File: src/rtl/core/paired_read_library_statistics_macros.svh
// assertion macros for the paired-read library statistics block
`ifndef PAIRED_READ_LIBRARY_STATISTICS_MACROS_SVH
`define PAIRED_READ_LIBRARY_STATISTICS_MACROS_SVH
`ifndef NO_ASSERTIONS
`define PRLS_ASSERT_IMP(lbl, ante, cons) \
    lbl: assert property (@(posedge i_clk) disable iff (!i_rst_n) (ante) |-> (cons)) \
        else $error("prls assertion failed");
`define PRLS_ASSERT_NXT(lbl, ante, cons) \
    lbl: assert property (@(posedge i_clk) disable iff (!i_rst_n) (ante) |=> (cons)) \
        else $error("prls assertion failed");
`else
`define PRLS_ASSERT_IMP(lbl, ante, cons)
`define PRLS_ASSERT_NXT(lbl, ante, cons)
`endif
`endif

File: src/rtl/core/prls_pkg.sv
// shared types and constants of the paired-read library statistics block
package prls_pkg;
    localparam int FRAC_BITS_DEF   = 16;
    localparam int COUNT_WIDTH_DEF = 32;
    localparam int POS_W    = 31;
    localparam int REF_W    = 32;
    localparam int LEN_W    = 16;
    localparam int FLAG_W   = 11;
    localparam int SUM_W    = 48;
    localparam int VAL_W    = 64;
    localparam int IDX_W    = 5;
    localparam int DIV_W    = 64;
    localparam int CFG_IDX_W = 2;
    localparam int IN_W     = 176;
    localparam int OUT_W    = 72;
    localparam int N_COUNTS = 11;
    localparam int N_SUMS   = 8;
    localparam int N_STATS  = 22;

    localparam logic [CFG_IDX_W-1:0] REG_MIN_INSERT = 2'd0;
    localparam logic [CFG_IDX_W-1:0] REG_MAX_INSERT = 2'd1;

    localparam int C_READS = 0, C_UNMAPPED = 1, C_REFS = 2, C_MAPPED = 3,
                   C_FILTERED = 4, C_CORRECT = 5, C_ORIENT = 6, C_DIST = 7,
                   C_OTHER = 8, C_SINGLE = 9, C_PROPER = 10;
    localparam int S_READS = 0, S_INSERTS = 1, S_PROPER = 2, S_CORRECT = 3,
                   S_ORIENT = 4, S_DIST = 5, S_OTHER = 6, S_SINGLE = 7;

    localparam int F_PROPER = 1, F_UNMAP = 2, F_MUNMAP = 3, F_REV = 4, F_MREV = 5,
                   F_READ1 = 6, F_READ2 = 7, F_SECOND = 8, F_QCFAIL = 9, F_DUP = 10;

    localparam logic [IDX_W-1:0] STAT_COUNT = 5'd19;
    localparam logic [IDX_W-1:0] STAT_MEAN  = 5'd20;
    localparam logic [IDX_W-1:0] STAT_M2    = 5'd21;

    typedef enum logic {
        OP_DIV,
        OP_SQR
    } t_arith_op;

    typedef struct packed {
        logic      start;
        t_arith_op op;
    } t_arith_cmd;

    typedef struct packed {
        logic busy;
        logic done;
    } t_arith_sts;
endpackage

File: src/rtl/core/prls_arith.sv
// shared serial unit: restoring divider and shift-add squarer
`include "paired_read_library_statistics_macros.svh"
module prls_arith #(
    parameter int COUNT_WIDTH = prls_pkg::COUNT_WIDTH_DEF,
    parameter int MEAN_W      = 47
) (
    input  logic                          i_clk,
    input  logic                          i_rst_n,
    input  prls_pkg::t_arith_cmd          i_cmd,
    input  logic [prls_pkg::DIV_W-1:0]    i_dividend,
    input  logic [COUNT_WIDTH-1:0]        i_divisor,
    input  logic [MEAN_W-1:0]             i_sqr_a,
    output prls_pkg::t_arith_sts          o_sts,
    output logic [prls_pkg::DIV_W-1:0]    o_quotient,
    output logic [COUNT_WIDTH-1:0]        o_remainder,
    output logic [2*MEAN_W-1:0]           o_product
);
    import prls_pkg::*;

    localparam int STEP_W = $clog2(DIV_W + 1);

    logic [DIV_W-1:0]       r_quo;
    logic [COUNT_WIDTH-1:0] r_rem;
    logic [COUNT_WIDTH-1:0] r_div;
    logic [2*MEAN_W-1:0]    r_acc;
    logic [2*MEAN_W-1:0]    r_mcand;
    logic [MEAN_W-1:0]      r_mplier;
    logic [STEP_W-1:0]      r_step;
    t_arith_op              r_op;
    logic                   r_busy;
    logic                   r_done;
    logic [COUNT_WIDTH:0]   w_trial;
    logic [COUNT_WIDTH:0]   w_diff;
    logic                   w_fit;

    always_comb begin
        w_trial = {r_rem, r_quo[DIV_W-1]};
        w_diff  = w_trial - {1'b0, r_div};
        w_fit   = w_trial >= {1'b0, r_div};
    end

    always_ff @(posedge i_clk) begin
        if (!i_rst_n) begin
            r_busy <= 1'b0;
            r_done <= 1'b0;
            r_step <= '0;
            r_op   <= OP_DIV;
        end else begin
            r_done <= 1'b0;
            if (i_cmd.start && !r_busy) begin
                r_busy   <= 1'b1;
                r_op     <= i_cmd.op;
                r_quo    <= i_dividend;
                r_rem    <= '0;
                r_div    <= i_divisor;
                r_acc    <= '0;
                r_mcand  <= {{MEAN_W{1'b0}}, i_sqr_a};
                r_mplier <= i_sqr_a;
                r_step   <= (i_cmd.op == OP_DIV) ? STEP_W'(DIV_W - 1) : STEP_W'(MEAN_W - 1);
            end else if (r_busy) begin
                unique case (r_op)
                    OP_DIV: begin
                        r_rem <= w_fit ? w_diff[COUNT_WIDTH-1:0] : w_trial[COUNT_WIDTH-1:0];
                        r_quo <= {r_quo[DIV_W-2:0], w_fit};
                    end
                    OP_SQR: begin
                        if (r_mplier[0]) begin
                            r_acc <= r_acc + r_mcand;
                        end
                        r_mcand  <= {r_mcand[2*MEAN_W-2:0], 1'b0};
                        r_mplier <= {1'b0, r_mplier[MEAN_W-1:1]};
                    end
                    default: ;
                endcase
                if (r_step == '0) begin
                    r_busy <= 1'b0;
                    r_done <= 1'b1;
                end else begin
                    r_step <= r_step - 1'b1;
                end
            end
        end
    end

    assign o_sts.busy  = r_busy;
    assign o_sts.done  = r_done;
    assign o_quotient  = r_quo;
    assign o_remainder = r_rem;
    assign o_product   = r_acc;

    `PRLS_ASSERT_IMP(a_start_when_idle, i_cmd.start, !r_busy)
    `PRLS_ASSERT_IMP(a_done_clears_busy, r_done, !r_busy)
    `PRLS_ASSERT_NXT(a_start_sets_busy, i_cmd.start, r_busy)
endmodule

File: config.mk
export PLATFORM = sky130hd
export DESIGN_NAME = prls_arith
export DESIGN_NICKNAME = d
export VERILOG_FILES = /design/src/rtl/core/prls_pkg.sv /design/src/rtl/core/prls_arith.sv
export VERILOG_INCLUDE_DIRS = /design/src /design/src/rtl/core
export SDC_FILE = /design/constraint.sdc
export NUM_CORES = 1
export LEC_CHECK = 0
export ABC_CLOCK_PERIOD_IN_PS = 22500
export BUFFER_PORTS_ARGS = -buffer_cell sky130_fd_sc_hd__buf_2
export CAP_MARGIN = 25
export CORE_MARGIN = 2
export CORE_UTILIZATION = 40
export DETAILED_ROUTE_END_ITERATION = 8
export GPL_TIMING_DRIVEN = 0
export PLACE_DENSITY = 0.57
export SYNTH_ARGS = -nofsm -noshare
export SYNTH_HDL_FRONTEND = slang
export SYNTH_SLANG_ARGS = --single-unit
File: constraint.sdc
create_clock -name i_clk -period 22.5 [get_ports i_clk]
set_input_delay 3.375 -clock i_clk [delete_from_list [all_inputs] [get_ports i_clk]]
set_output_delay 3.375 -clock i_clk [all_outputs]
set_load 0.02 [all_outputs]
==> run_results.csv, run 1 <==
group,metric,value,unit
outcome,status,"finished, final reports clean",
timing,skew,0.0202,ns
timing,finalCritPeriodShare,0.249,
detailed_routing,wl_per_cell,18.3,microns
clock_tree,cts_setup_buffers,0,
clock_tree,cts_buffer_depth,3,
place,placed_cell_area,0.0244,sq mm
global_route,grt_first_pass_wirelength,95200,microns
pwr,power_frac_seq,0.417,
timing,worstMarginPinSlew,1.02,ns
detailed_routing,routed_wl,60400,microns
floorplanning,dieArea,0.0556,sq mm
yosys,synth_area_leaders,"edfxtp_1 51%, nand2_1 8.9%, ha_1 7.4%",
clock_tree,clk_pin_slew,0.05,ns
final_layout,drive_above_1_share,0.169,
yosys,synth_cells,2176,
global_route,grt_start_max_net_pins,30,
timing,fmax,0.178,GHz
worst_setup_path,crit_fanout,27,
yosys,yosysWarnings,0,
final_layout,area_growth,20.2,%
detailed_routing,dr.first_iter.drc_count,1019,
yosys,syn-num-nets,2452,
timing,period_needed,5.61,ns
pwr,power_frac_comb,0.247,
floorplanning,die_w,236,microns
clock_tree,hold_buffers,0,
hold_path,min_delay_path_depth,1,
timing,slew_viol_final,0,
final_layout,diodes,0,
hold_path,hold_end,"r_step[6]",
hold_path,min_from,"r_step[6]",
timing,fin_ws,16.89,ns
hold_path,min_path_type,"reg2reg",
clock_tree,cts_made_buffers,44,
worst_setup_path,arrival,5.94,ns
job,cap_violations,0,
pwr,p_int,1.45,mW
global_route,antenna_found_initial,7,
clock_tree,cts_resized,0,
pwr,power,2.10,mW
yosys,synth_seq_area_share,0.517,
final_layout,nNetsFinal,2853,
place,portBuffers,338,
floorplanning,ios,339,
place,hpwlAfterDp,46900,microns
clock_tree,cts.sink_count,373,
worst_setup_path,critPathMaxStageDelay,0.61,ns
yosys,synth.most_common_cell,"nand2_1",
place,place_ws,16.30,ns
floorplanning,die_height,236,microns
worst_setup_path,worstReg2RegStart,"o_product[7]",
yosys,yosysUniqueCellTypes,68,
yosys,synth_top_area_cell,"edfxtp_1",
detailed_routing,dr.pass1.iters,5,
worst_setup_path,r2r_end,"o_product[84]",
detailed_routing,vias,17600,
floorplanning,start_util,0.406,
timing,setup_violations,0,
worst_setup_path,critical-path-slowest-cell,"buf_1",
yosys,syn_area,0.0215,sq mm
pwr,p_switching,0.648,mW
clock_tree,htreeDepth,2,
floorplanning,core_area,0.0529,sq mm
detailed_routing,antenna_left,0,
final_layout,final_util,0.488,
yosys,syn_area_per_cell,9.87,sq um
global_route,grt_overflow,0,
pwr,p_sw_frac,0.309,
final_layout,final_area,0.0258,sq mm
clock_tree,cts_tree,"yes",
worst_setup_path,critPathLaunchType,"primary input",
yosys,async_flop_share,0,
pwr,power.density,81.2,mW/mm^2
worst_setup_path,worstRegToRegCells,13,
pwr,power_leakage,11.1,nW
yosys,synth_ff_type,"edfxtp_1",
clock_tree,clock-root-buffer,"clkbuf_16",
timing,worst_slew_margin_rel,0.305,
timing,rsz0062_at_grt,"no",
worst_setup_path,cp-end-kind,"register",
detailed_routing,via_per_inst,5.33,
pwr,clkPwrFrac,0.336,
worst_setup_path,cp.required,22.83,ns
worst_setup_path,path_class,"in2reg",
timing,finalHoldViolCount,0,
yosys,yosys_register_bits,373,
place,gp_congestion,0.899,
worst_setup_path,path_cells,"buf_2 -> nand2b_1 -> clkbuf_1 -> clkbuf_1 -> buf_1 -> a21oi_4 -> buf_16 -> buf_12 -> buf_12",
detailed_routing,drc,0,
worst_setup_path,r2r_slack,17.48,ns
global_route,first_global_vias,17600,
floorplanning,rows,84,
yosys,netlist_top_cells_count,"507 x nand2_1, 363 x edfxtp_1, 192 x nor2_1",
yosys,synth_top_area_frac,0.507,
timing,fin_setup_tns,0,ns
global_route,globalRouteTotalUtil,0.214,
pwr,ir_drop,55.9,uV
yosys,synth_edf_count,363,
clock_tree,clock_latency,0.58,ns
## power by group through the flow
stage | combinational [mW] | sequential, mW | clock, mW
3_3_place_gp | 0.497 | 0.902 | 0
4_1_cts | 0.519 | 0.876 | 0.724
2_1_floorplan | 0.326 | 0.925 | 0
5_1_grt | 0.578 | 0.881 | 0.746
3_5_place_dp | 0.517 | 0.890 | 0
6_report | 0.518 | 0.875 | 0.704
## area by class of cell
class	instances	area (sq um)
Multi-Input combinational cell	1635	9780
Tap cell	688	861
Buffer	101	390
Inverter	67	251
Clock buffer	53	1160
Fill cell	5101	27000
Timing Repair Buffer	355	2040
Clock inverter	28	243
Sequential cell	373	11100
## worst max-delay path: cells and delay by family
| family | cells | cell delay [ns] |
|---|---|---|
| and+or+nand+nor | 1 | 0.06 |
| buffers and inverters | 7 | 2.13 |
| AOI/OAI and AO/OA | 1 | 0.32 |
## cell families (layout without fill, tap and decap cells)
family,after synthesis,after routing,share of synthesized area
multiplexers,30,30,0.0140
flip-flops,373,373,0.517
AND/OR/NAND/NOR,911,911,0.183
XOR/XNOR,113,113,0.0461
buffers and inverters,168,604,0.0299
AO/OA/AOI/OAI,452,452,0.134
adder cells (fa/ha/maj),129,129,0.0758
## worst max-delay path by stage
stage | end | cells past startpoint | from
after global routing | o_quotient[16] | 9 | i_cmd[1]
after detailed placement | o_quotient[29] | 9 | i_cmd[1]
after CTS | o_quotient[16] | 9 | i_cmd[1]
after global placement | r_mplier[32] | 6 | i_cmd[1]
final | o_quotient[30] | 9 | i_cmd[1]
after floorplan | r_mcand[0] | 5 | i_cmd[1]
## flip-flops by register name (all words and copies together) (netlist names)
name         cells
r_div           32
r_mplier        47
r_mcand         94
r_busy           1
o_product       94
r_step           7
r_op             1
r_done           1
o_quotient      64
o_remainder     32
## per-stage QoR
| stage | instances | hold WS [ns] |
|---|---|---|
| 3_3_place_gp | 3202 | 0.442 |
| 6_report | 3300 | 0.491 |
| 4_1_cts | 3300 | 0.494 |
| 5_1_grt | 3300 | 0.528 |
| 3_5_place_dp | 3219 | 0.481 |
| 2_1_floorplan | 2176 | 0.426 |
## placed cells by master (no fill, tap or decap), types with 43 or more instances in the layout
cell type,count
o21ai_0,79
inv_1,67
edfxtp_1,363
xor2_1,43
nor2_1,191
and2_1,59
nand2_1,507
a21oi_1,147
a21o_1,67
xnor2_1,70
clkbuf_1,102
clkbuf_16,45
ha_1,127
buf_2,341
## per-layer routing
layer	up-vias	routed length [microns]	global-route usage
met5	-	74	0
met4	12	1970	0.0720
met3	117	4150	0.0549
met2	516	28600	0.358
met1	8418	25600	0.268
li1	8534	-	-
Note: power is estimated with default switching activity, not from simulation.
==> run 2: changes to the inputs <==
ABC_CLOCK_PERIOD_IN_PS = 5700   (was 22500)
clock period = 5.7 ns   (was 22.5 ns; I/O delays follow)
==> run_results.csv, run 2 (synthesized netlist as in run 1, its figures left out) <==
group,metric,value,unit
outcome,status,"finished, final reports clean",
worst_setup_path,crit_fanout,7,
global_route,grt_overflow,0,
final_layout,nNetsFinal,2853,
global_route,globalRouteTotalUtil,0.214,
worst_setup_path,path_cells,"ha_1 -> clkbuf_1 -> a2111o_1 -> o211ai_1 -> nand2_1 -> a2111oi_0 -> o21ai_1 -> a31o_2 -> a31oi_1 -> o22ai_1 -> nor2_1 -> o21bai_1 -> mux2i_1",
pwr,clkPwrFrac,0.338,
pwr,power.density,322,mW/mm^2
clock_tree,cts_buffer_depth,3,
global_route,grt_start_max_net_pins,33,
timing,rsz0062_at_grt,"no",
timing,worst_slew_margin_rel,0.300,
timing,slew_viol_final,0,
worst_setup_path,critical-path-slowest-cell,"a2111oi_0",
timing,finalCritPeriodShare,0.864,
global_route,antenna_found_initial,6,
clock_tree,hold_buffers,0,
worst_setup_path,cp-end-kind,"register",
worst_setup_path,critPathLaunchType,"register",
final_layout,final_common_cell,"nand2_1",
clock_tree,clock-root-buffer,"clkbuf_16",
final_layout,drive_above_1_share,0.168,
pwr,p_switching,2.55,mW
clock_tree,cts_tree,"yes",
clock_tree,cts_setup_buffers,0,
final_layout,fillers,5066,
timing,fmax,0.203,GHz
detailed_routing,routed_wl,60900,microns
place,gp_congestion,0.880,
job,cap_violations,0,
floorplanning,start_util,0.406,
detailed_routing,wl_per_cell,18.4,microns
floorplanning,core_area,0.0529,sq mm
worst_setup_path,arrival,5.23,ns
pwr,power_frac_seq,0.416,
global_route,grt_first_pass_wirelength,95300,microns
global_route,first_global_vias,17600,
place,hpwlAfterDp,46800,microns
detailed_routing,drc,0,
clock_tree,cts_resized,0,
pwr,p_sw_frac,0.307,
place,place_ws,0.866,ns
worst_setup_path,critPathBufInv,1,
floorplanning,die_height,236,microns
timing,fin_ws,0.772,ns
final_layout,area_growth,20.2,%
clock_tree,cts_made_buffers,45,
floorplanning,dieArea,0.0556,sq mm
timing,finalHoldViolCount,0,
clock_tree,htreeDepth,2,
worst_setup_path,cp_top_family,"compound AO/OA/AOI/OAI gates",
timing,skew,0.0271,ns
floorplanning,ios,339,
final_layout,register_area,0.0111,sq mm
detailed_routing,dr.first_iter.drc_count,981,
detailed_routing,vias,17500,
pwr,ir_drop,206,uV
detailed_routing,dr.pass1.iters,5,
pwr,power_leakage,11.1,nW
final_layout,layout_common_cells,"507 x nand2_1, 363 x edfxtp_1, 341 x buf_2",
hold_path,min_path_type,"in2reg",
place,portBuffers,338,
timing,setup_violations,0,
detailed_routing,antenna_left,0,
pwr,p_int,5.75,mW
final_layout,multiInputGateArea,0.00978,sq mm
worst_setup_path,cp.required,6.00,ns
clock_tree,clk_pin_slew,0.06,ns
timing,period_needed,4.93,ns
floorplanning,rows,84,
clock_tree,cts.sink_count,373,
timing,worstMarginPinSlew,1.05,ns
place,placed_cell_area,0.0244,sq mm
detailed_routing,via_per_inst,5.30,
pwr,power_frac_comb,0.246,
floorplanning,die_w,236,microns
worst_setup_path,critPathMaxStageDelay,0.91,ns
worst_setup_path,path_class,"reg2reg",
clock_tree,clock_latency,0.57,ns
final_layout,final_area,0.0258,sq mm
[run 2: cell count changes in the layout (fill, tap and decap cells not counted), sizes merged]
cell | previous run | this run
inv | 69 | 70
clkinv | 19 | 12
buf | 362 | 361
clkinvlp | 3 | 1
clkbuf | 147 | 154
diode | 0 | 1
[run 2: layout make-up]
| type | instances | share of cell area |
|---|---|---|
| Clock inverter | 20 | 0.00799 |
| Antenna cell | 1 | 0.0000969 |
| Sequential cell | 373 | 0.430 |
| Multi-Input combinational cell | 1635 | 0.379 |
| Inverter | 67 | 0.00974 |
| Timing Repair Buffer | 354 | 0.0787 |
| Tap cell | 688 | 0.0333 |
| Buffer | 101 | 0.0151 |
| Clock buffer | 60 | 0.0466 |
[run 2: final timing paths]
| check | startpoint | endpoint | slack, ns | cells after the start |
|---|---|---|---|---|
| worst max-delay path | r_mcand[7] | o_product[84] | 0.77 | 13 |
| worst min-delay path | i_divisor[29] | r_div[29] | 0.45 | 1 |
| worst max register to register | r_mcand[7] | o_product[84] | 0.77 | 13 |
| worst min register to register | r_step[6] | r_step[6] | 0.48 | 1 |
[run 2: power groups by stage]
stage               sequential [mW]  clock, mW  combinational (mW)
CTS                            3.46       2.89                2.05
floorplan                      3.64          0                1.29
global route                   3.48       2.98                2.28
global placement               3.54          0                1.96
finish                         3.46       2.81                2.04
detailed placement             3.51          0                2.04
[run 2: per-stage QoR]
step | power (mW) | TNS, ns | cells | hold slack [ns] | util
floorplan | 4.92 | -53.48 | 2176 | 0.426 | -
global placement | 5.50 | -638.57 | 3202 | 0.442 | 0.455
detailed placement | 5.55 | 0 | 3218 | 0.462 | 0.462
CTS | 8.40 | 0 | 3298 | 0.412 | 0.488
global route | 8.74 | 0 | 3298 | 0.427 | 0.488
finish | 8.31 | 0 | 3299 | 0.453 | 0.489
[run 2: metal layers]
metal / vias up / GRT usage / wire (microns)
met5: - / 0 / 44
met4: 8 / 0.0674 / 1740
met3: 98 / 0.0497 / 4080
met2: 495 / 0.362 / 28500
met1: 8353 / 0.272 / 26500
li1: 8531 / - / -
==> run 3: changes to the inputs <==
ABC_CLOCK_PERIOD_IN_PS = 4700   (was 5700)
clock period = 4.7 ns   (was 5.7 ns; I/O delays follow)
==> run_results.csv, run 3 (synthesized netlist as in run 1, its figures left out) <==
group,metric,value,unit
timing,finalCritPeriodShare,0.968,
pwr,power.density,390,mW/mm^2
final_layout,layout_common_cells,"507 x nand2_1, 363 x edfxtp_1, 341 x buf_2",
worst_setup_path,crit_fanout,7,
clock_tree,clock-root-buffer,"clkbuf_16",
worst_setup_path,critical-path-slowest-cell,"or4_1",
clock_tree,clk_pin_slew,0.06,ns
floorplanning,die_height,236,microns
place,gp_congestion,0.880,
timing,rsz0062_at_grt,"no",
worst_setup_path,cp_top_family,"compound AO/OA/AOI/OAI gates",
clock_tree,htreeDepth,2,
detailed_routing,antenna_left,0,
clock_tree,cts_made_buffers,45,
final_layout,drive_above_1_share,0.170,
global_route,grt_start_max_net_pins,33,
pwr,ir_drop,249,uV
job,cap_violations,0,
timing,setup_violations,0,
hold_path,min_from,"i_divisor[29]",
final_layout,fillers,5060,
global_route,first_global_vias,17600,
detailed_routing,dr.pass1.iters,5,
worst_setup_path,cp-end-kind,"register",
timing,skew,0.0252,ns
final_layout,area_growth,20.4,%
floorplanning,ios,339,
clock_tree,cts_buffer_depth,3,
detailed_routing,vias,17500,
detailed_routing,routed_wl,60800,microns
worst_setup_path,r2r_end,"o_product[91]",
timing,fmax,0.220,GHz
timing,worstMarginPinSlew,1.04,ns
detailed_routing,via_per_inst,5.31,
place,portBuffers,338,
worst_setup_path,critPathMaxStageDelay,0.53,ns
final_layout,final_util,0.489,
worst_setup_path,r2r_slack,0.15,ns
worst_setup_path,critPathLaunchType,"register",
clock_tree,hold_buffers,0,
timing,slew_viol_final,0,
final_layout,multiInputGateArea,0.00979,sq mm
global_route,antenna_found_initial,6,
clock_tree,cts_tree,"yes",
timing,worst_slew_margin_rel,0.304,
outcome,status,"finished, final reports clean",
worst_setup_path,path_cells,"ha_1 -> buf_2 -> nand2_1 -> or3_4 -> or4_1 -> nand2b_4 -> a2111oi_4 -> nor3_2 -> o31a_1 -> o31ai_4 -> buf_4 -> a21boi_2 -> o21ai_2 -> a41oi_1 -> mux2i_1",
pwr,power_leakage,11.1,nW
final_layout,finalNonFillerCells,3301,
place,dp_cells,3218,
floorplanning,dieArea,0.0556,sq mm
detailed_routing,drc,0,
hold_path,min_delay_path_depth,1,
floorplanning,start_util,0.406,
worst_setup_path,cp.required,4.99,ns
floorplanning,die_w,236,microns
clock_tree,clock_latency,0.57,ns
place,hpwlAfterDp,46800,microns
global_route,grt_overflow,0,
timing,finalHoldViolCount,0,
timing,period_needed,4.55,ns
final_layout,nNetsFinal,2855,
place,place_ws,-0.134,ns
final_layout,final_common_cell,"nand2_1",
worst_setup_path,worstRegToRegCells,15,
worst_setup_path,critPathBufInv,2,
timing,fin_ws,0.151,ns
floorplanning,rows,84,
global_route,grt_first_pass_wirelength,95300,microns
floorplanning,core_area,0.0529,sq mm
global_route,globalRouteTotalUtil,0.214,
detailed_routing,dr.first_iter.drc_count,985,
detailed_routing,wl_per_cell,18.4,microns
final_layout,register_area,0.0111,sq mm
worst_setup_path,worstReg2RegStart,"o_product[44]",
hold_path,hold_end,"r_div[29]",
clock_tree,cts.sink_count,373,
timing,whs,0.303,ns
hold_path,min_path_type,"in2reg",
timing,fin_setup_tns,0,ns
worst_setup_path,path_class,"reg2reg",
worst_setup_path,arrival,4.84,ns
run 3: cell count changes in the layout (fill, tap and decap cells not counted):
cell,before,now
a2111oi_0,6,5
a2111oi_2,0,1
a211oi_1,20,19
a211oi_2,0,1
buf_4,2,4
run 3: area by class of cell:
class / instances / share of cell area
diodes: 1 / 0.0000968
plain buffers: 101 / 0.0151
clock buffers: 60 / 0.0465
clock inverters: 20 / 0.00799
inverters: 67 / 0.00973
multi-input cells: 1635 / 0.379
flip-flops and latches: 373 / 0.429
well taps: 688 / 0.0333
repair buffers: 356 / 0.0792
run 3: worst max-delay path by stage:
stage                        startpoint       endpoint  slack, ns  cells past startpoint
after global routing      o_product[46]  o_product[91]       0.02                     14
after global placement         i_cmd[1]   r_mplier[32]      -3.82                      6
final                     o_product[44]  o_product[91]       0.15                     15
after detailed placement   o_product[7]  o_product[84]      -0.13                     13
after floorplan                i_cmd[1]     r_mcand[0]      -1.23                      5
after CTS                  o_product[7]  o_product[88]       0.01                     13
run 3: routing by layer:
layer | global-route usage | part of all wire | wire [microns]
met3 | 0.0497 | 0.068 | 4130
met1 | 0.272 | 0.43 | 26400
met2 | 0.362 | 0.47 | 28500
met4 | 0.0674 | 0.028 | 1700
met5 | 0 | 0.00072 | 44
run 3: power breakdown:
part           internal, mW  switching (mW)
clock network          2.01            1.39
logic                 0.935            1.55
registers              4.04           0.156
total                  6.98            3.10
run 3: worst reg2reg max path: stages, from the launching register on:
cell and delay (ns):
edfxtp_1 0.46, ha_1 0.32, buf_2 0.17, nand2_1 0.09, or3_4 0.35, or4_1 0.53
nand2b_4 0.18, a2111oi_4 0.42, nor3_2 0.13, o31a_1 0.38, o31ai_4 0.19, buf_4 0.19
a21boi_2 0.10, o21ai_2 0.35, a41oi_1 0.24, mux2i_1 0.18
run 3: per-stage QoR:
stage,instance area [sq um],power (mW)
floorplan,21500,5.97
global placement,24000,6.68
detailed placement,24400,6.73
CTS,25800,10.2
global route,25800,10.6
finish,25900,10.1
run 3: repair_timing:
item                                    CTS  global route
setup buffers                             0             2
gates resized for setup                   1             2
endpoints found under the setup margin    6             9
gates cloned                              0             0
